--- src/rtl/core/rcfd_pkg.sv ---
// Shared types and constants of the replay-checked frame decoder.
package rcfd_pkg;

   // Default sizes handed to the top-level parameters.
   localparam int unsigned NODE_COUNT_DEF  = 256;
   localparam int unsigned QUEUE_DEPTH_DEF = 4;

   // Frame layout.
   localparam int unsigned HEADER_LEN   = 7;
   localparam int unsigned HOLD_W       = $clog2(HEADER_LEN);
   localparam int unsigned BURST_MAX    = HEADER_LEN - 1;
   localparam int unsigned ITEM_W       = $clog2(BURST_MAX + 1);
   localparam logic [7:0]  NODE_POS     = 8'd1;
   localparam logic [7:0]  LEN_BYTE_POS = 8'd6;
   localparam int unsigned COUNTER_POS  = 2;

   // Port widths.
   localparam int unsigned REQ_DATA_W = 16;
   localparam int unsigned RSP_DATA_W = 24;

   // Configuration register indexes and reset values.
   localparam logic [1:0] CSR_VERSION_CODE = 2'd0;
   localparam logic [1:0] CSR_MAX_PAYLOAD  = 2'd1;
   localparam logic [1:0] CSR_OUT_LIMIT    = 2'd2;
   localparam logic [7:0] VERSION_CODE_RST = 8'd1;
   localparam logic [7:0] MAX_PAYLOAD_RST  = 8'd248;
   localparam logic [7:0] OUT_LIMIT_RST    = 8'd255;

   // Frame status codes reported on the status item.
   localparam logic [1:0] ST_V1        = 2'd0;
   localparam logic [1:0] ST_V0        = 2'd1;
   localparam logic [1:0] ST_REPLAY    = 2'd2;
   localparam logic [1:0] ST_MALFORMED = 2'd3;

   typedef enum logic [1:0] {
      MODE_UNDECIDED,
      MODE_V1,
      MODE_V0,
      MODE_REPLAY
   } frame_mode_type;

   typedef struct packed {
      logic [7:0] version_code;
      logic [7:0] max_payload;
      logic [7:0] out_limit;
   } cfg_type;

   // One queue entry: a burst of payload bytes, optionally followed by a status item.
   typedef struct packed {
      logic [BURST_MAX-1:0][7:0] data;
      logic [ITEM_W-1:0]         ndata;
      logic                      has_status;
      logic [1:0]                status;
      logic [7:0]                count;
   } q_entry_type;

endpackage

--- src/rtl/core/rcfd_back.sv ---
// Back end: expands queued bursts into result transactions, one per cycle unless the receiver stalls.
module rcfd_back
   import rcfd_pkg::*;
(
   input  logic                  clock,
   input  logic                  reset,
   input  logic                  q_valid,
   input  q_entry_type           head,
   output logic                  q_pop,
   output logic                  rsp_tvalid,
   input  logic                  rsp_tready,
   output logic [RSP_DATA_W-1:0] rsp_tdata,
   output logic                  rsp_tlast,
   output logic                  rsp_tuser
);

   logic [ITEM_W-1:0] idx_ff, idx_in;
   logic              out_valid_ff, out_valid_in;
   logic [7:0]        out_byte_ff;
   logic              out_dv_ff;
   logic              out_last_ff;
   logic [1:0]        out_status_ff;
   logic [7:0]        out_count_ff;
   logic              is_data;
   logic              last_item;
   logic              load;

   assign is_data   = idx_ff < head.ndata;
   assign last_item = is_data ? ((idx_ff == head.ndata - ITEM_W'(1)) && !head.has_status)
                              : 1'b1;
   assign load      = q_valid && (!out_valid_ff || rsp_tready);
   assign q_pop     = load && last_item;

   // Item index within the head entry and the output register valid.
   always_comb begin
      idx_in       = idx_ff;
      out_valid_in = out_valid_ff;
      if (load) begin
         idx_in       = last_item ? '0 : idx_ff + ITEM_W'(1);
         out_valid_in = 1'b1;
      end else if (rsp_tready) begin
         out_valid_in = 1'b0;
      end
   end

   always_ff @(posedge clock) begin
      if (reset) begin
         idx_ff       <= '0;
         out_valid_ff <= 1'b0;
      end else begin
         idx_ff       <= idx_in;
         out_valid_ff <= out_valid_in;
      end
   end

   // Output payload register.
   always_ff @(posedge clock) begin
      if (load) begin
         out_byte_ff   <= is_data ? head.data[idx_ff] : 8'd0;
         out_dv_ff     <= is_data;
         out_last_ff   <= !is_data;
         out_status_ff <= is_data ? ST_V1 : head.status;
         out_count_ff  <= is_data ? 8'd0 : head.count;
      end
   end

   assign rsp_tvalid = out_valid_ff;
   assign rsp_tdata  = {6'd0, out_count_ff, out_status_ff, out_byte_ff};
   assign rsp_tlast  = out_last_ff;
   assign rsp_tuser  = out_dv_ff;

   a_status_not_data: assert property (@(posedge clock) disable iff (reset)
      (out_valid_ff && out_last_ff) |-> !out_dv_ff)
      else $error("status transaction flagged as payload");

   a_data_fields_zero: assert property (@(posedge clock) disable iff (reset)
      (out_valid_ff && out_dv_ff) |-> (out_status_ff == ST_V1 && out_count_ff == 8'd0))
      else $error("payload transaction carries status fields");

   a_partial_entry_held: assert property (@(posedge clock) disable iff (reset)
      (idx_ff != '0) |-> q_valid)
      else $error("queue entry left the head before it was fully expanded");

endmodule

--- config.mk ---
export PLATFORM = sky130hd
export DESIGN_NAME = rcfd_back
export DESIGN_NICKNAME = d
export VERILOG_FILES = /design/src/rtl/core/rcfd_pkg.sv /design/src/rtl/core/rcfd_back.sv
export SDC_FILE = /design/constraint.sdc
export NUM_CORES = 1
export LEC_CHECK = 0
export ABC_AREA = 1
export BUFFER_PORTS_ARGS = -buffer_cell sky130_fd_sc_hd__buf_2
export CAP_MARGIN = 20
export CORE_UTILIZATION = 46
export CTS_CLUSTER_SIZE = 25
export DETAILED_ROUTE_END_ITERATION = 12
export PLACE_DENSITY = 0.83
export RECOVER_POWER = 100
export SLEW_MARGIN = 20
export SYNTH_ARGS = -nofsm -noshare
export SYNTH_HDL_FRONTEND = slang
export SYNTH_SLANG_ARGS = --single-unit
--- constraint.sdc ---
create_clock -name clock -period 4.1 [get_ports clock]
set_input_delay 0.41 -clock clock [delete_from_list [all_inputs] [get_ports clock]]
set_output_delay 0.41 -clock clock [all_outputs]
set_load 0.02 [all_outputs]
==> impl_metrics.env <==
export IMPL_status="finished, final reports clean"
export IMPL_grt_pass1_wl_um=5064
export IMPL_crit_buf_inv=3
export IMPL_worst_ep_required_time_ns=3.69
export IMPL_htreeDepth=1
export IMPL_worstMarginPinSlew_ns=0.8397
export IMPL_peakVddDrop_mv=0.2039
export IMPL_drtIter0Drc=80
export IMPL_setup_viol=0
export IMPL_yosys_top_cells_area="edfxtp_1 (40%), nor2_1 (7.4%), nand2_1 (5.7%), inv_1 (5.5%), dfxtp_1 (5.3%)"
export IMPL_cts_resized_gates=0
export IMPL_worstSetupPathType="reg -> out"
export IMPL_antenna_cells=0
export IMPL_cts_buffers=3
export IMPL_ys_ff_latch=24
export IMPL_hold_viol=0
export IMPL_via_per_inst=4.765
export IMPL_layout_min_cycle_time_ns=3.443
export IMPL_reg2reg_from="idx_ff[0]"
export IMPL_grt_pass1_vias=1224
export IMPL_die_y_um=59.37
export IMPL_gr_total_overflow=0
export IMPL_finalClockSkew_ns=0.01253
export IMPL_worst_setup_path_end_kind="output port"
export IMPL_rsz0062_at_grt="false"
export IMPL_relSlewSlack_pct=43.96
export IMPL_post_cts_repair_setup_buffers=0
export IMPL_io_pins=94
export IMPL_wl_um=3406
export IMPL_cpPeakStageDelay_ns=0.83
export IMPL_yosysTopAreaCell="edfxtp_1"
export IMPL_finalMaxSlewViolations=0
export IMPL_drtPass1Iterations=4
export IMPL_clkTransAtPathRegs_ns=0.11
export IMPL_path_cells="inv_1, ha_1, or2_2, nor2_1, nand3_1, nand2_1, nand2_1, inv_1, clkbuf_1"
export IMPL_clock_latency_ns=0.31
export IMPL_yosysUniqueCellTypes=24
export IMPL_clock_sinks=24
export IMPL_setup_worst_path_start="idx_ff[0]"
export IMPL_dpl_hpwl_um=2643
export IMPL_critical_path_arrival_ns=3.03
export IMPL_fin_crit_sh_pct=83.97
export IMPL_drc_errors=0
export IMPL_place_area_um2=1921
export IMPL_area_growth_pct=26.78
export IMPL_dieArea_um2=3525
export IMPL_cts_root_buf="clkbuf_4"
export IMPL_setup_ws_ns=0.6572
export IMPL_tritoncts="built"
export IMPL_cp_slowest_cell="dfxtp_1"
export IMPL_postSynthCellCount=178
export IMPL_grt_start_max_net_pins=27
export IMPL_fin_area_um2=1919
export IMPL_netlist_area_um2=1514
export IMPL_fp_row_count=20
export IMPL_fin_tns_setup_ns=0
export IMPL_yosysWarnings=0
export IMPL_grt_usage_pct=19.25
export IMPL_drtAntennaViolNets=0
export IMPL_worstPathMaxFanout=26
export IMPL_cts_max_path_buffers=2
export IMPL_ctsHoldBuffers=0
export IMPL_maxCapViolCount=0
export IMPL_fmax_ghz=0.2905
export IMPL_avgSynthCellArea_um2=8.505
export IMPL_holdCritPathClass="in -> reg"
export IMPL_pre_cts_slack_ns=1.307
export IMPL_synth_top_area_share_pct=39.67
export IMPL_gp_congestion=0.8053
export IMPL_port_buffers=87
export IMPL_wl_per_cell_um=11.13
export IMPL_chipWidth_um=59.37
export IMPL_leakagePower_nw=0.9415
export IMPL_grt_antenna_before_repair=0
export IMPL_crit_family="buffers and inverters"
export IMPL_initial_utilization_pct=49.19
export IMPL_pwr_density_cell_nw_per_um2=303.4
export IMPL_synth_seq_area_share_pct=44.96
export IMPL_fin_nets=334
export IMPL_post_route_cells_drive_above_1_share_pct=27.86
export IMPL_hp_start="reset"
export IMPL_core_area_um2=3078
export IMPL_worstSetupStartpointType="flip-flop"
export IMPL_vias=1458
-- layout make-up --
cell class	instances	area (µm²)
clock inverters	1	3.754
repair buffers	87	407.9
well taps	44	55.05
clock buffers	3	22.52
fillers	294	1159
multi-input cells	122	653.1
inverters	25	96.34
flip-flops and latches	24	680.7
-- synthesized netlist by cell type --
cell,instances
buf_4,7
buf_2,1
o22ai_1,8
or2_2,1
edfxtp_1,20
xor2_1,2
o21ai_0,16
buf_6,4
inv_4,1
nor2_1,30
o21bai_4,1
dfxtp_1,4
clkinv_1,1
conb_1,1
nand2_1,23
nor2_8,1
a21oi_4,1
inv_1,22
o21a_1,8
inv_2,1
nand3_1,2
ha_1,5
a21oi_1,9
o21ai_1,9
-- metrics by stage --
stage | hold WS, ns | power, mW | utilization [%] | cells
5_1_grt | 0.2581 | 0.6158 | 62.36 | 306
4_1_cts | 0.2690 | 0.5906 | 63.25 | 306
3_3_place_gp | 0.4733 | 0.4886 | 62.40 | 302
6_report | 0.2694 | 0.5824 | 62.36 | 306
2_1_floorplan | 0.4791 | 0.4396 | - | 183
3_5_place_dp | 0.4871 | 0.4927 | 62.40 | 302
-- metal layers --
layer / part of all wire, % / GRT usage [%]
met1: 38 / 22.02
met2: 52 / 34.51
met3: 8.7 / 5.240
met4: 1.1 / 6.122
met5: 0 / 0
-- flip-flops by register name (all words and copies together), names as in the netlist --
signal	flops
out_byte_ff	8
out_count_ff	8
idx_ff	3
out_status_ff	2
rsp_tlast	1
rsp_tuser	1
rsp_tvalid	1
-- cell families (layout without fill, tap and decap cells) --
| family | Yosys count | after routing | synth area share [%] |
|---|---|---|---|
| other | 1 | 6 | 0.2477 |
| flip-flops | 24 | 24 | 44.96 |
| XOR/XNOR | 2 | 2 | 1.157 |
| buffers and inverters | 37 | 116 | 13.14 |
| AND/OR/NAND/NOR | 57 | 57 | 15.54 |
| adder cells (fa/ha/maj) | 5 | 5 | 4.132 |
| AO/OA/AOI/OAI | 52 | 52 | 20.83 |
-- power by group --
group | total (mW) | internal, mW | switching [mW]
Clock | 0.102 | 0.0356 | 0.0660
Sequential | 0.311 | 0.294 | 0.0171
Combinational | 0.170 | 0.0633 | 0.107
-- cells in the final DEF (no fill, tap or decap), types with 2 or more instances in the layout --
cell type,instances
a21oi_1,9
buf_2,65
clkbuf_1,22
clkbuf_4,3
clkinv_1,2
conb_1,6
dfxtp_1,4
edfxtp_1,20
ha_1,5
inv_1,23
nand2_1,23
nand3_1,2
nor2_1,30
o21a_1,8
o21ai_0,16
o21ai_1,9
o22ai_1,8
xor2_1,2
-- path summary, 6_finish.rpt --
check / end / cells after the start / slack [ns]
hold / removal: rsp_tvalid / 2 / 0.27
setup / recovery: q_pop / 9 / 0.66
hold reg to reg: rsp_tvalid / 2 / 0.51
setup reg to reg: idx_ff[2] / 9 / 1.44
Power figures use the tool's default switching activity.
