### config.mk
export PLATFORM = sky130hd
export DESIGN_NAME = rcfd_queue
export DESIGN_NICKNAME = d
export VERILOG_FILES = /design/src/rtl/core/rcfd_pkg.sv /design/src/rtl/core/rcfd_queue.sv
export SDC_FILE = /design/constraint.sdc
export NUM_CORES = 1
export LEC_CHECK = 0
export BUFFER_PORTS_ARGS = -buffer_cell sky130_fd_sc_hd__buf_2
export CORE_AREA = 5 5 192 101
export CTS_CLUSTER_DIAMETER = 200
export DETAILED_ROUTE_END_ITERATION = 6
export DIE_AREA = 0 0 197 106
export GPL_TIMING_DRIVEN = 1
export PLACE_DENSITY = 0.76
export RECOVER_POWER = 100
export SYNTH_ARGS = -nofsm -noshare
export SYNTH_HDL_FRONTEND = slang
export SYNTH_SLANG_ARGS = --single-unit
### constraint.sdc
create_clock -name clock -period 5 [get_ports clock]
set_input_delay 1 -clock clock [delete_from_list [all_inputs] [get_ports clock]]
set_output_delay 1 -clock clock [all_outputs]
set_load 0.01 [all_outputs]
### src/rtl/core/rcfd_pkg.sv
// Shared types and constants of the replay-checked frame decoder.
package rcfd_pkg;

   // Default sizes handed to the top-level parameters.
   localparam int unsigned NODE_COUNT_DEF  = 256;
   localparam int unsigned QUEUE_DEPTH_DEF = 4;

   // Frame layout.
   localparam int unsigned HEADER_LEN   = 7;
   localparam int unsigned HOLD_W       = $clog2(HEADER_LEN);
   localparam int unsigned BURST_MAX    = HEADER_LEN - 1;
   localparam int unsigned ITEM_W       = $clog2(BURST_MAX + 1);
   localparam logic [7:0]  NODE_POS     = 8'd1;
   localparam logic [7:0]  LEN_BYTE_POS = 8'd6;
   localparam int unsigned COUNTER_POS  = 2;

   // Port widths.
   localparam int unsigned REQ_DATA_W = 16;
   localparam int unsigned RSP_DATA_W = 24;

   // Configuration register indexes and reset values.
   localparam logic [1:0] CSR_VERSION_CODE = 2'd0;
   localparam logic [1:0] CSR_MAX_PAYLOAD  = 2'd1;
   localparam logic [1:0] CSR_OUT_LIMIT    = 2'd2;
   localparam logic [7:0] VERSION_CODE_RST = 8'd1;
   localparam logic [7:0] MAX_PAYLOAD_RST  = 8'd248;
   localparam logic [7:0] OUT_LIMIT_RST    = 8'd255;

   // Frame status codes reported on the status item.
   localparam logic [1:0] ST_V1        = 2'd0;
   localparam logic [1:0] ST_V0        = 2'd1;
   localparam logic [1:0] ST_REPLAY    = 2'd2;
   localparam logic [1:0] ST_MALFORMED = 2'd3;

   typedef enum logic [1:0] {
      MODE_UNDECIDED,
      MODE_V1,
      MODE_V0,
      MODE_REPLAY
   } frame_mode_type;

   typedef struct packed {
      logic [7:0] version_code;
      logic [7:0] max_payload;
      logic [7:0] out_limit;
   } cfg_type;

   // One queue entry: a burst of payload bytes, optionally followed by a status item.
   typedef struct packed {
      logic [BURST_MAX-1:0][7:0] data;
      logic [ITEM_W-1:0]         ndata;
      logic                      has_status;
      logic [1:0]                status;
      logic [7:0]                count;
   } q_entry_type;

endpackage

### src/rtl/core/rcfd_queue.sv
// Short queue of result bursts between the front end and the back end.
module rcfd_queue
   import rcfd_pkg::*;
#(
   parameter int unsigned DEPTH = QUEUE_DEPTH_DEF
) (
   input  logic        clock,
   input  logic        reset,
   input  logic        push,
   input  q_entry_type push_entry,
   output logic        full,
   input  logic        pop,
   output logic        head_valid,
   output q_entry_type head
);

   localparam int unsigned PTR_W = (DEPTH > 1) ? $clog2(DEPTH) : 1;
   localparam int unsigned CNT_W = $clog2(DEPTH + 1);

   q_entry_type      store_ff [DEPTH];
   logic [PTR_W-1:0] wr_ptr_ff, wr_ptr_in;
   logic [PTR_W-1:0] rd_ptr_ff, rd_ptr_in;
   logic [CNT_W-1:0] count_ff, count_in;
   logic             do_push;
   logic             do_pop;

   assign full       = (count_ff == CNT_W'(DEPTH));
   assign head_valid = (count_ff != '0);
   assign head       = store_ff[rd_ptr_ff];
   assign do_push    = push && !full;
   assign do_pop     = pop && head_valid;

   // Pointer and fill-count update with wrap at the depth.
   always_comb begin
      wr_ptr_in = wr_ptr_ff;
      rd_ptr_in = rd_ptr_ff;
      count_in  = count_ff;
      if (do_push) begin
         wr_ptr_in = (wr_ptr_ff == PTR_W'(DEPTH - 1)) ? '0 : wr_ptr_ff + PTR_W'(1);
      end
      if (do_pop) begin
         rd_ptr_in = (rd_ptr_ff == PTR_W'(DEPTH - 1)) ? '0 : rd_ptr_ff + PTR_W'(1);
      end
      if (do_push && !do_pop) begin
         count_in = count_ff + CNT_W'(1);
      end else if (do_pop && !do_push) begin
         count_in = count_ff - CNT_W'(1);
      end
   end

   always_ff @(posedge clock) begin
      if (reset) begin
         wr_ptr_ff <= '0;
         rd_ptr_ff <= '0;
         count_ff  <= '0;
      end else begin
         wr_ptr_ff <= wr_ptr_in;
         rd_ptr_ff <= rd_ptr_in;
         count_ff  <= count_in;
      end
   end

   // Entry storage.
   always_ff @(posedge clock) begin
      if (do_push) begin
         store_ff[wr_ptr_ff] <= push_entry;
      end
   end

endmodule

==> results by group, run 1 <==
Global route
  • Largest net degree at the start of global routing: 63
  • First-pass GRT wire length: 25,900 um
  • Initial antenna violation count: 3
  • Total Routing Usage GR: 16.1%
  • Total congestion overflow: 0
  • Vias in the first global route: 4,442

Logic synthesis
  • Syn Area/Cell: 25.3 um2
  • Synth Warn #: 0
  • Post-synthesis register bit count: 257
  • Synth cell types: 26
  • Sequential fraction of the synthesis area: 80.7%
  • Mapped Nets: 447
  • Post-synthesis cell count: 374
  • Cell Area, Synth: 9450 um2

Timing
  • Hold Vio Cnt, Final: 0
  • Worst-Margin Slew: 3.25 ns
  • Setup TNS: 0 ns
  • RSZ-0062 raised after global routing: false
  • Final Cycle Share: 77.1%
  • Final setup fails: 0
  • Slew headroom: -117%
  • Max Freq: 259 MHz
  • Worst Clk Skew: 0.0157 ns
  • Final Slew Violations: 252
  • Min Tclk post-route: 3.86 ns

Critical path
  • RR Startpoint: count_ff[0]
  • FF-to-FF setup slack: 1.35 ns
  • Crit Path Max Fanout: 34
  • WP data required: 4.00 ns
  • CP startpoint kind: flop
  • CP Data Arrival Time: ~2.9 ns
  • CP Capture Type: output pin
  • Worst Setup Path Type: reg2out
  • R2r endpoint: store_ff[1][35]
  • R2R cell count: 2

Min path
  • Worst hold stages: 2
  • HP Class: reg2reg
  • Worst hold path startpoint: rd_ptr_ff[0]

Floorplan
  • IO Count: 130
  • Die X: 197 um
  • Initial core utilization: a little over half
  • Die Height: around 110 um
  • Core Rows: 35
  • Core area: 17,800 um2
  • Die area: 20,900 um2

Placement
  • Gpl congestion: 0.801
  • Placed insts: between 700 and 800
  • IO Port Bufs: 129
  • HPWL after DPL: between 10,000 and 15,000 um

Final layout
  • Nets@finish: between 500 and 600
  • Area Growth Syn to Fin: 14.0%
  • Register Area: 7630 um2
  • Layout cell share with drive strength beyond 1: between 10% and 20%
  • Post-Layout Cell Count: about 770
  • Commonest non-fill, non-tap cell in the layout: edfxtp_1
  • Antenna cells: 0
  • Multi-input logic area: between 1500 and 2000 um2
  • Most frequent cells in the layout: edfxtp_1, clkbuf_1, mux4_2, clkbuf_16, dfxtp_1
  • FILL cells: 1,329

Drt
  • Vias/cell: 5.52
  • Initial DRC Count: 263
  • DR vias: ~4,200
  • # DRC: 0
  • Drt first pass iters: 4
  • WL final: 16,800 um
  • Avg WL per Cell: approximately 22 um
  • Final ANT Viol Nets: 0

Pwr
  • Comb power frac: ~19%
  • P_int: 3.93 mW
  • Peak VDD IR: 0.340 mV
  • Sequential power share: 52.4%
  • Switching Fraction: 25.7%
  • Power per Cell Area: 491 nW/um2
  • Static Leak: 3.32 nW
  • Clk pwr share: 29.1%
  • Psw: 1.36 mW

Outcome
  • Status: complete, but fails checks
  • Failing checks: max-capacitance violations, max-slew violations

Clock network
  • # H-tree levels: 1
  • CTS Hold Bufs: 0
  • Post-CTS Resized: 0
  • Clk pin slew, worst setup/hold paths: 0.06 ns
  • CTS root buf: clkbuf_16
  • CTS tree: done
  • Clk sink count: 257
  • Clk_lat worst skew: 0.50 ns
  • CTS Buffer Depth: 3
  • Number of CTS-inserted buffers: 22
  • Number of setup buffers added after CTS: 0

Run
  • Max_cap viols: 4
==> registers in the layout, summed over array words and instances, names as in the netlist, named ones only <==
name / flops
count_ff: 3
rd_ptr_ff: 2
store_ff: 248
wr_ptr_ff: 2
==> worst max-delay path, cell delays in order, from the launching register on <==
cell and delay, ns:
dfxtp_2 1.14, buf_4 0.49, mux4_2 0.58, clkbuf_1 0.15
==> routing by layer <==
metal	part of all wire (%)	up-vias	GRT usage [%]
li1	-	1872	-
met3	8.0	21	4.59
met1	45	2201	24.5
met2	45	141	24.1
met4	0.97	6	2.62
met5	0.23	-	0
==> power by group through the flow <==
| stage | registers [mW] | clock network, mW | logic [mW] |
|---|---|---|---|
| floorplan | 2.69 | 0 | 0.781 |
| global placement | 2.79 | 0 | 1.03 |
| detailed placement | 2.81 | 0 | 1.06 |
| CTS | 2.77 | 1.58 | 1.07 |
| global route | 2.81 | 1.69 | 1.06 |
| finish | 2.77 | 1.54 | 0.977 |
==> synth_stat cells <==
| master | n | area share, % |
|---|---|---|
| clkbuf_1 | 1 | 0.040 |
| mux4_2 | 62 | 15 |
| o21ai_0 | 1 | 0.053 |
| nand3_1 | 2 | 0.11 |
| edfxtp_1 | 248 | 79 |
| clkinv_4 | 1 | 0.093 |
| or3_1 | 1 | 0.066 |
| o21ai_1 | 1 | 0.053 |
| nand2_1 | 1 | 0.040 |
| inv_1 | 4 | 0.16 |
| nor2_2 | 1 | 0.066 |
| and3_2 | 4 | 0.32 |
| or3b_1 | 1 | 0.093 |
| xor2_1 | 2 | 0.19 |
| o31ai_2 | 2 | 0.26 |
| buf_2 | 7 | 0.37 |
| or3_2 | 2 | 0.16 |
| buf_6 | 7 | 0.83 |
| a21oi_1 | 3 | 0.16 |
| nor2_1 | 3 | 0.12 |
| mux2i_1 | 2 | 0.21 |
| fa_1 | 1 | 0.21 |
| nor3_1 | 1 | 0.053 |
| buf_1 | 1 | 0.040 |
| dfxtp_1 | 9 | 1.9 |
| ha_1 | 6 | 0.79 |
==> metrics by stage <==
stage	power (mW)	utilization (%)	hold slack, ns	setup slack, ns	area, um2
after floorplan	3.47	-	0.463	2.48	9450
after global placement	3.82	58.0	0.466	2.01	10300
after detailed placement	3.87	58.0	0.493	1.95	10300
after CTS	5.42	61.6	0.508	1.40	11000
after global routing	5.56	60.6	0.547	0.808	10800
final	5.29	60.6	0.507	1.14	10800
==> cell families (layout without fill, tap and decap cells) <==
group | Yosys count | after routing | synth area share [%]
DFF | 257 | 257 | 80.7
muxes | 64 | 64 | 15.0
buffers and inverters | 21 | 175 | 1.54
and+or+nand+nor | 16 | 16 | 1.02
adders and majority gates | 7 | 7 | 1.01
AOI/OAI and AO/OA | 7 | 7 | 0.530
xor gates and xnor gates | 2 | 2 | 0.185
==> worst max-delay path by stage <==
stage / start / to
2_1_floorplan: push / count_ff[2]
3_3_place_gp: flop / head[36]
3_5_place_dp: flop / head[6]
4_1_cts: flop / head[26]
5_1_grt: flop / head[26]
6_report: flop / head[26]
==> final cells by class <==
| cell class | count | area share [%] |
|---|---|---|
| repair buffers | 131 | 4.71 |
| well taps | 240 | 2.79 |
| multi-input cells | 96 | 15.4 |
| clock inverters | 9 | 0.453 |
| inverters | 5 | 0.186 |
| clock buffers | 30 | 5.59 |
| flip-flops and latches | 257 | 70.9 |
No activity file was read; power rests on OpenSTA's default activity.
==> run 2: changes to the inputs <==
CORE_AREA = 5 5 199 105   (was 5 5 192 101)
DIE_AREA = 0 0 204 110   (was 0 0 197 106)
PLACE_DENSITY = 0.74   (was 0.76)
clock period = 3.2 ns   (was 5 ns; I/O delays follow)
==> run 2 against run 1 <==
Effect of this change:
- the run still ends with max-capacitance violations, max-slew violations left
- clock-buffer cell count down 6
- cell count rose by 4.3%
- critical endpoint is now store_ff[0][48]
- setup slack worse by 0.70 ns
- combinational power rose by 75%
- critical path depth did not move
- largest power group unchanged
- global-route usage shrank 0.87 points
- register-to-register slack got worse by 0.90 ns
==> results by group, run 2 (same netlist as run 1, synthesis figures left out) <==
Global route
  • Total congestion overflow: 0 (unchanged)
  • Total Routing Usage GR: 15.3% (-0.87 points)
  • Vias in the first global route: 4,572 (+2.9%)
  • Initial antenna violation count: 2 (-1)
  • Largest net degree at the start of global routing: 41 (-35%)
  • First-pass GRT wire length: 26,100 um (+0.96%)

Drt
  • Drt first pass iters: 4 (unchanged)
  • Final ANT Viol Nets: 0 (unchanged)
  • Avg WL per Cell: 21.3 um (-2.4%)
  • # DRC: 0 (unchanged)
  • DR vias: 4,264 (+0.54%)
  • WL final: 17,100 um (+1.8%)
  • Initial DRC Count: 252 (-4.2%)
  • Vias/cell: 5.32 (-3.6%)

Critical path
  • CP Data Arrival Time: 2.93 ns (+0.07 ns)
  • RR Startpoint: count_ff[0]
  • Crit path max-delay family: simple AND/OR/NAND/NOR gates
  • CP Capture Type: flop
  • Crit-path cells: or3b_1, and3_1, buf_12
  • Buf+Inv Stages, Crit Path: 1 (-1)
  • R2R cell count: 3 (+1)
  • R2r endpoint: store_ff[0][48]
  • CP max stage delay: 1.35 ns (+0.21 ns)
  • Crit Path Max Fanout: 33 (-2.9%)
  • Worst Setup Path Type: reg2reg
  • CP startpoint kind: flop
  • FF-to-FF setup slack: 0.45 ns (-0.90 ns)
  • WP data required: 3.38 ns (-0.62 ns)
  • Slowest cell on the critical path: and3_1

Clock network
  • CTS tree: done
  • CTS Buffer Depth: 3 (unchanged)
  • CTS Hold Bufs: 0 (unchanged)
  • Clk sink count: 257 (unchanged)
  • CTS root buf: clkbuf_16
  • # H-tree levels: 1 (unchanged)
  • Number of CTS-inserted buffers: 23 (+4.5%)
  • Clk_lat worst skew: 0.49 ns (about the same)
  • Number of setup buffers added after CTS: 0 (unchanged)
  • Clk pin slew, worst setup/hold paths: 0.06 ns (about the same)
  • Post-CTS Resized: 0 (unchanged)

Final layout
  • Registers with the most flip-flops: store_ff: 248 flops, count_ff: 3 flops
  • Nets@finish: 592 (+1.0%)
  • Area Growth Syn to Fin: 16.4%
  • Commonest non-fill, non-tap cell in the layout: edfxtp_1
  • Most frequent cells in the layout: edfxtp_1, clkbuf_1, mux4_2, clkbuf_16, dfxtp_1
  • Max reg flops: 248 (unchanged)
  • FILL cells: 1,433 (+7.8%)
  • Reg with most FFs: store_ff
  • Antenna cells: 0 (unchanged)
  • Layout cell share with drive strength beyond 1: 21.7% (+1.8 points)

Min path
  • Worst hold stages: 1 (-1)
  • HP Class: in2reg
  • Hold EP: store_ff[1][41]
  • Worst hold path startpoint: push_entry[41]

Timing
  • Final Cycle Share: 86.1%
  • RSZ-0062 raised after global routing: false
  • Slew headroom: -14.5% (+100 points)
  • Max Freq: approximately 360 MHz
  • Final Worst Setup Slack: 0.445 ns (-0.699 ns)
  • Hold Vio Cnt, Final: 0 (unchanged)
  • Setup TNS: 0 ns (unchanged)
  • Worst-Margin Slew: 1.72 ns (-1.53 ns)
  • Final setup fails: 0 (unchanged)
  • Min Tclk post-route: about 2.8 ns
  • Final Slew Violations: 59 (-77%)
  • Worst Clk Skew: 0.0127 ns (-0.00300 ns)

Pwr
  • Power per Cell Area: 777 nW/um2 (+58%)
  • Peak VDD IR: 0.523 mV (+54%)
  • Static Leak: 3.40 nW (+2.5%)

Outcome
  • Failing checks: max-capacitance violations, max-slew violations
  • Status: complete, but fails checks

Floorplan
  • Initial core utilization: 49.8% (-3.3 points)
  • Die X: 204 um (+3.6%)
  • Core Rows: 36 (+2.9%)
  • IO Count: 130 (unchanged)
  • Die area: 22,400 um2 (+7.5%)
  • Die Height: 110 um (+3.8%)
  • Core area: 19,000 um2 (+6.7%)

Placement
  • HPWL after DPL: 10,400 um (+4.0%)
  • Gpl congestion: 0.721 (-9.9%)
  • IO Port Bufs: 129 (unchanged)
  • Pre-CTS setup slack: 0.725 ns (-1.22 ns)

Run
  • Max_cap viols: 2 (-2)
run 2: cell types whose count changed in the layout (fill, tap and decap cells not counted), moves of 2 or more:
cell       previous run  this run
buf_12                0         6
buf_4                 2         0
clkinv_4              1         3
bufinv_16             0         2
clkbuf_1            130       123
clkinv_1              2         6
run 2: worst max path at each step:
stage / start / endpoint / slack, ns / depth (start not counted)
floorplan: count_ff[0] / count_ff[2] / 1.01 / 10
global placement: push / count_ff[2] / 0.78 / 9
detailed placement: push / count_ff[2] / 0.72 / 9
CTS: flop / head[13] / 0.46 / 3
global route: count_ff[0] / store_ff[0][13] / 0.21 / 3
finish: count_ff[0] / store_ff[0][48] / 0.45 / 3
run 2: stage by stage:
step	utilization [%]	hold WS, ns	area, um2	cells	power (mW)
floorplan	-	0.463	9450	374	5.42
global placement	55.2	0.498	10500	760	6.08
detailed placement	55.2	0.511	10500	760	6.13
CTS	59.0	0.331	11200	801	8.77
global route	58.0	0.392	11000	801	8.96
finish	58.0	0.397	11000	801	8.54
run 2: power by group:
part | switching, mW | internal (mW) | total [mW]
combinational | 0.935 | 0.772 | 1.71
sequential | 0.122 | 4.07 | 4.19
clock | 1.15 | 1.49 | 2.64
run 2: worst reg2reg max path: stages, from the launching register on:
cell and delay (ns):
dfxtp_1 0.44, or3b_1 0.28, and3_1 1.35, buf_12 0.36
run 2: metal layers:
| layer | global-route usage, % | up-vias | part of all wire [%] | routed length (um) |
|---|---|---|---|---|
| li1 | - | 1886 | - | - |
| met1 | 21.3 | 2222 | 43 | 7360 |
| met2 | 24.5 | 124 | 47 | 8020 |
| met3 | 4.94 | 28 | 8.3 | 1410 |
| met4 | 2.53 | 4 | 1.4 | 233 |
| met5 | 0 | - | 0.19 | 32 |
run 2: area by class of cell:
class | instances | area (um2) | share of cell area, %
inverters | 5 | 20.0 | 0.182
clock inverters | 17 | 145 | 1.32
repair buffers | 136 | 618 | 5.62
clock buffers | 24 | 579 | 5.27
flip-flops and latches | 257 | 7630 | 69.4
well taps | 266 | 333 | 3.03
multi-input cells | 96 | 1670 | 15.2
==> run 3: changes to the inputs <==
==> constraint.sdc (replaced) <==
create_clock -name clock -period 3.2 [get_ports clock]
set_input_delay 0.32 -clock clock [delete_from_list [all_inputs] [get_ports clock]]
set_output_delay 0.32 -clock clock [all_outputs]
set_load 0.01 [all_outputs]
==> run 3 against run 2 <==
Effect of this change:
- the run still ends with max-capacitance violations, max-slew violations left
- clock power is 4% higher
- cell count fell by 0.25%
- clock-buffer cell count stayed put
==> results by group, run 3 (same netlist as run 1, synthesis figures left out) <==
Drt
  • Avg WL per Cell: 21.5 um (+0.81%)
  • Vias/cell: 5.39 (+1.3%)
  • Final ANT Viol Nets: 0 (unchanged)
  • WL final: 17,200 um (+0.56%)
  • Drt first pass iters: 5 (+1)
  • DR vias: 4,308 (+1.0%)
  • Initial DRC Count: 293 (+16%)
  • # DRC: 0 (unchanged)

Outcome
  • Status: complete, but fails checks
  • Failing checks: max-capacitance violations, max-slew violations

Final layout
  • FILL cells: 1,434 (+0.070%)
  • Register Area: 7630 um2 (about the same)
  • Commonest non-fill, non-tap cell in the layout: edfxtp_1
  • Most frequent cells in the layout: edfxtp_1, clkbuf_1, mux4_2, clkbuf_16, dfxtp_1
  • Nets@finish: 591 (-0.17%)
  • Reg with most FFs: store_ff
  • Layout cell share with drive strength beyond 1: 21.0% (-0.67 points)
  • Multi-input logic area: 1660 um2 (-0.30%)
  • Area Growth Syn to Fin: 15.8%
  • Antenna cells: 0 (unchanged)
  • Max reg flops: 248 (unchanged)
  • Registers with the most flip-flops: store_ff: 248 flops, count_ff: 3 flops

Pwr
  • Psw: 2.18 mW (-1.7%)
  • Power per Cell Area: 788 nW/um2 (+1.4%)
  • Peak VDD IR: 0.442 mV (-16%)
  • Final Power: 8.62 mW (+0.92%)
  • Sequential power share: 49.6% (+0.5 points)
  • Comb power frac: 18.7% (-1.3 points)
  • Static Leak: 3.38 nW (-0.71%)
  • P_int: 6.44 mW (+1.8%)
  • Clk pwr share: 31.8% (+0.9 points)
  • Switching Fraction: 25.2% (-0.67 points)

Floorplan
  • Core area: 19,000 um2 (unchanged)
  • Die Height: 110 um (unchanged)
  • Die area: 22,400 um2 (unchanged)
  • Core Rows: 36 (unchanged)
  • IO Count: 130 (unchanged)
  • Initial core utilization: 49.8% (unchanged)
  • Die X: 204 um (unchanged)

Timing
  • Final setup fails: 0 (unchanged)
  • Setup TNS: 0 ns (unchanged)
  • Final Cycle Share: 84.7% (-1.4 points)
  • Final Worst Setup Slack: 0.491 ns (+0.0455 ns)
  • Min Tclk post-route: 2.71 ns (-0.0455 ns)
  • Final Slew Violations: 126 (+110%)
  • RSZ-0062 raised after global routing: false
  • Hold Vio Cnt, Final: 0 (unchanged)
  • Slew headroom: -11.6% (+2.9 points)
  • Worst-Margin Slew: 1.67 ns (-0.0442 ns)
  • Max Freq: 369 MHz (+1.7%)
  • Worst Clk Skew: 0.00707 ns (-0.00561 ns)

Critical path
  • Crit path max-delay family: simple AND/OR/NAND/NOR gates
  • Buf+Inv Stages, Crit Path: 1 (unchanged)
  • CP max stage delay: 0.86 ns (-0.49 ns)
  • Slowest cell on the critical path: and3_2
  • CP startpoint kind: flop
  • Crit Path Max Fanout: 36 (+9.1%)
  • CP Capture Type: flop
  • WP data required: 3.32 ns (-0.06 ns)
  • Worst Setup Path Type: reg2reg
  • Crit-path cells: or3b_1, and3_2, clkbuf_1
  • CP Data Arrival Time: 2.83 ns (-0.10 ns)

Clock network
  • CTS Buffer Depth: 3 (unchanged)
  • Number of setup buffers added after CTS: 0 (unchanged)
  • CTS tree: done
  • Post-CTS Resized: 0 (unchanged)
  • Clk pin slew, worst setup/hold paths: 0.06 ns (about the same)
  • Clk sink count: 257 (unchanged)
  • CTS Hold Bufs: 0 (unchanged)
  • CTS root buf: clkbuf_16
  • # H-tree levels: 1 (unchanged)
  • Number of CTS-inserted buffers: 22 (-4.3%)
  • Clk_lat worst skew: 0.49 ns (about the same)

Run
  • Max_cap viols: 2 (unchanged)

Min path
  • HP Class: in2reg

Global route
  • Vias in the first global route: 4,624 (+1.1%)
  • Largest net degree at the start of global routing: 63 (+54%)
  • Total congestion overflow: 0 (unchanged)
  • First-pass GRT wire length: 26,100 um (-0.16%)
  • Total Routing Usage GR: 15.3% (+0.033 points)
  • Initial antenna violation count: 1 (-1)

Placement
  • HPWL after DPL: 10,300 um (-0.96%)
  • Pre-CTS setup slack: 0.755 ns (+0.0297 ns)
  • Gpl congestion: 0.722 (+0.18%)
  • IO Port Bufs: 129 (unchanged)
[run 3: final cells by class]
type | instances | share of cell area [%]
Multi-Input combinational cell | 96 | 15.2
Timing Repair Buffer | 136 | 4.94
Tap cell | 266 | 3.04
Inverter | 5 | 0.183
Clock buffer | 24 | 5.29
Sequential cell | 257 | 69.8
Clock inverter | 15 | 1.57
[run 3: path summary, 6_finish.rpt]
| path | endpoint | slack [ns] | depth (start not counted) | startpoint |
|---|---|---|---|---|
| max | store_ff[1][38] | 0.49 | 3 | count_ff[0] |
| max reg2reg | store_ff[1][38] | 0.49 | 3 | count_ff[0] |
| min reg2reg | wr_ptr_ff[1] | 0.54 | 2 | wr_ptr_ff[1] |
| min | store_ff[0][3] | 0.08 | 1 | push_entry[3] |
[run 3: power by group through the flow]
stage,Clock [mW],Sequential [mW],Combinational [mW]
finish,2.74,4.27,1.61
global route,2.94,4.32,1.75
CTS,2.80,4.28,1.77
detailed placement,0,4.35,1.75
global placement,0,4.32,1.73
floorplan,0,4.20,1.22
[run 3: stage by stage]
| step | util [%] | instance area [um2] | cells | hold WS, ns |
|---|---|---|---|---|
| 3_5_place_dp | 54.8 | 10400 | 760 | 0.504 |
| 4_1_cts | 58.8 | 11100 | 799 | 0.0195 |
| 2_1_floorplan | - | 9450 | 374 | 0.419 |
| 5_1_grt | 57.7 | 10900 | 799 | 0.0716 |
| 6_report | 57.7 | 10900 | 799 | 0.0809 |
| 3_3_place_gp | 54.8 | 10400 | 760 | 0.474 |
[run 3: per-layer routing]
| layer | up-vias | routed length, um | GRT usage [%] |
|---|---|---|---|
| li1 | 1878 | - | - |
| met1 | 2250 | 7270 | 21.1 |
| met2 | 156 | 8200 | 25.0 |
| met3 | 22 | 1420 | 4.59 |
| met4 | 2 | 246 | 2.91 |
| met5 | - | 12 | 0 |
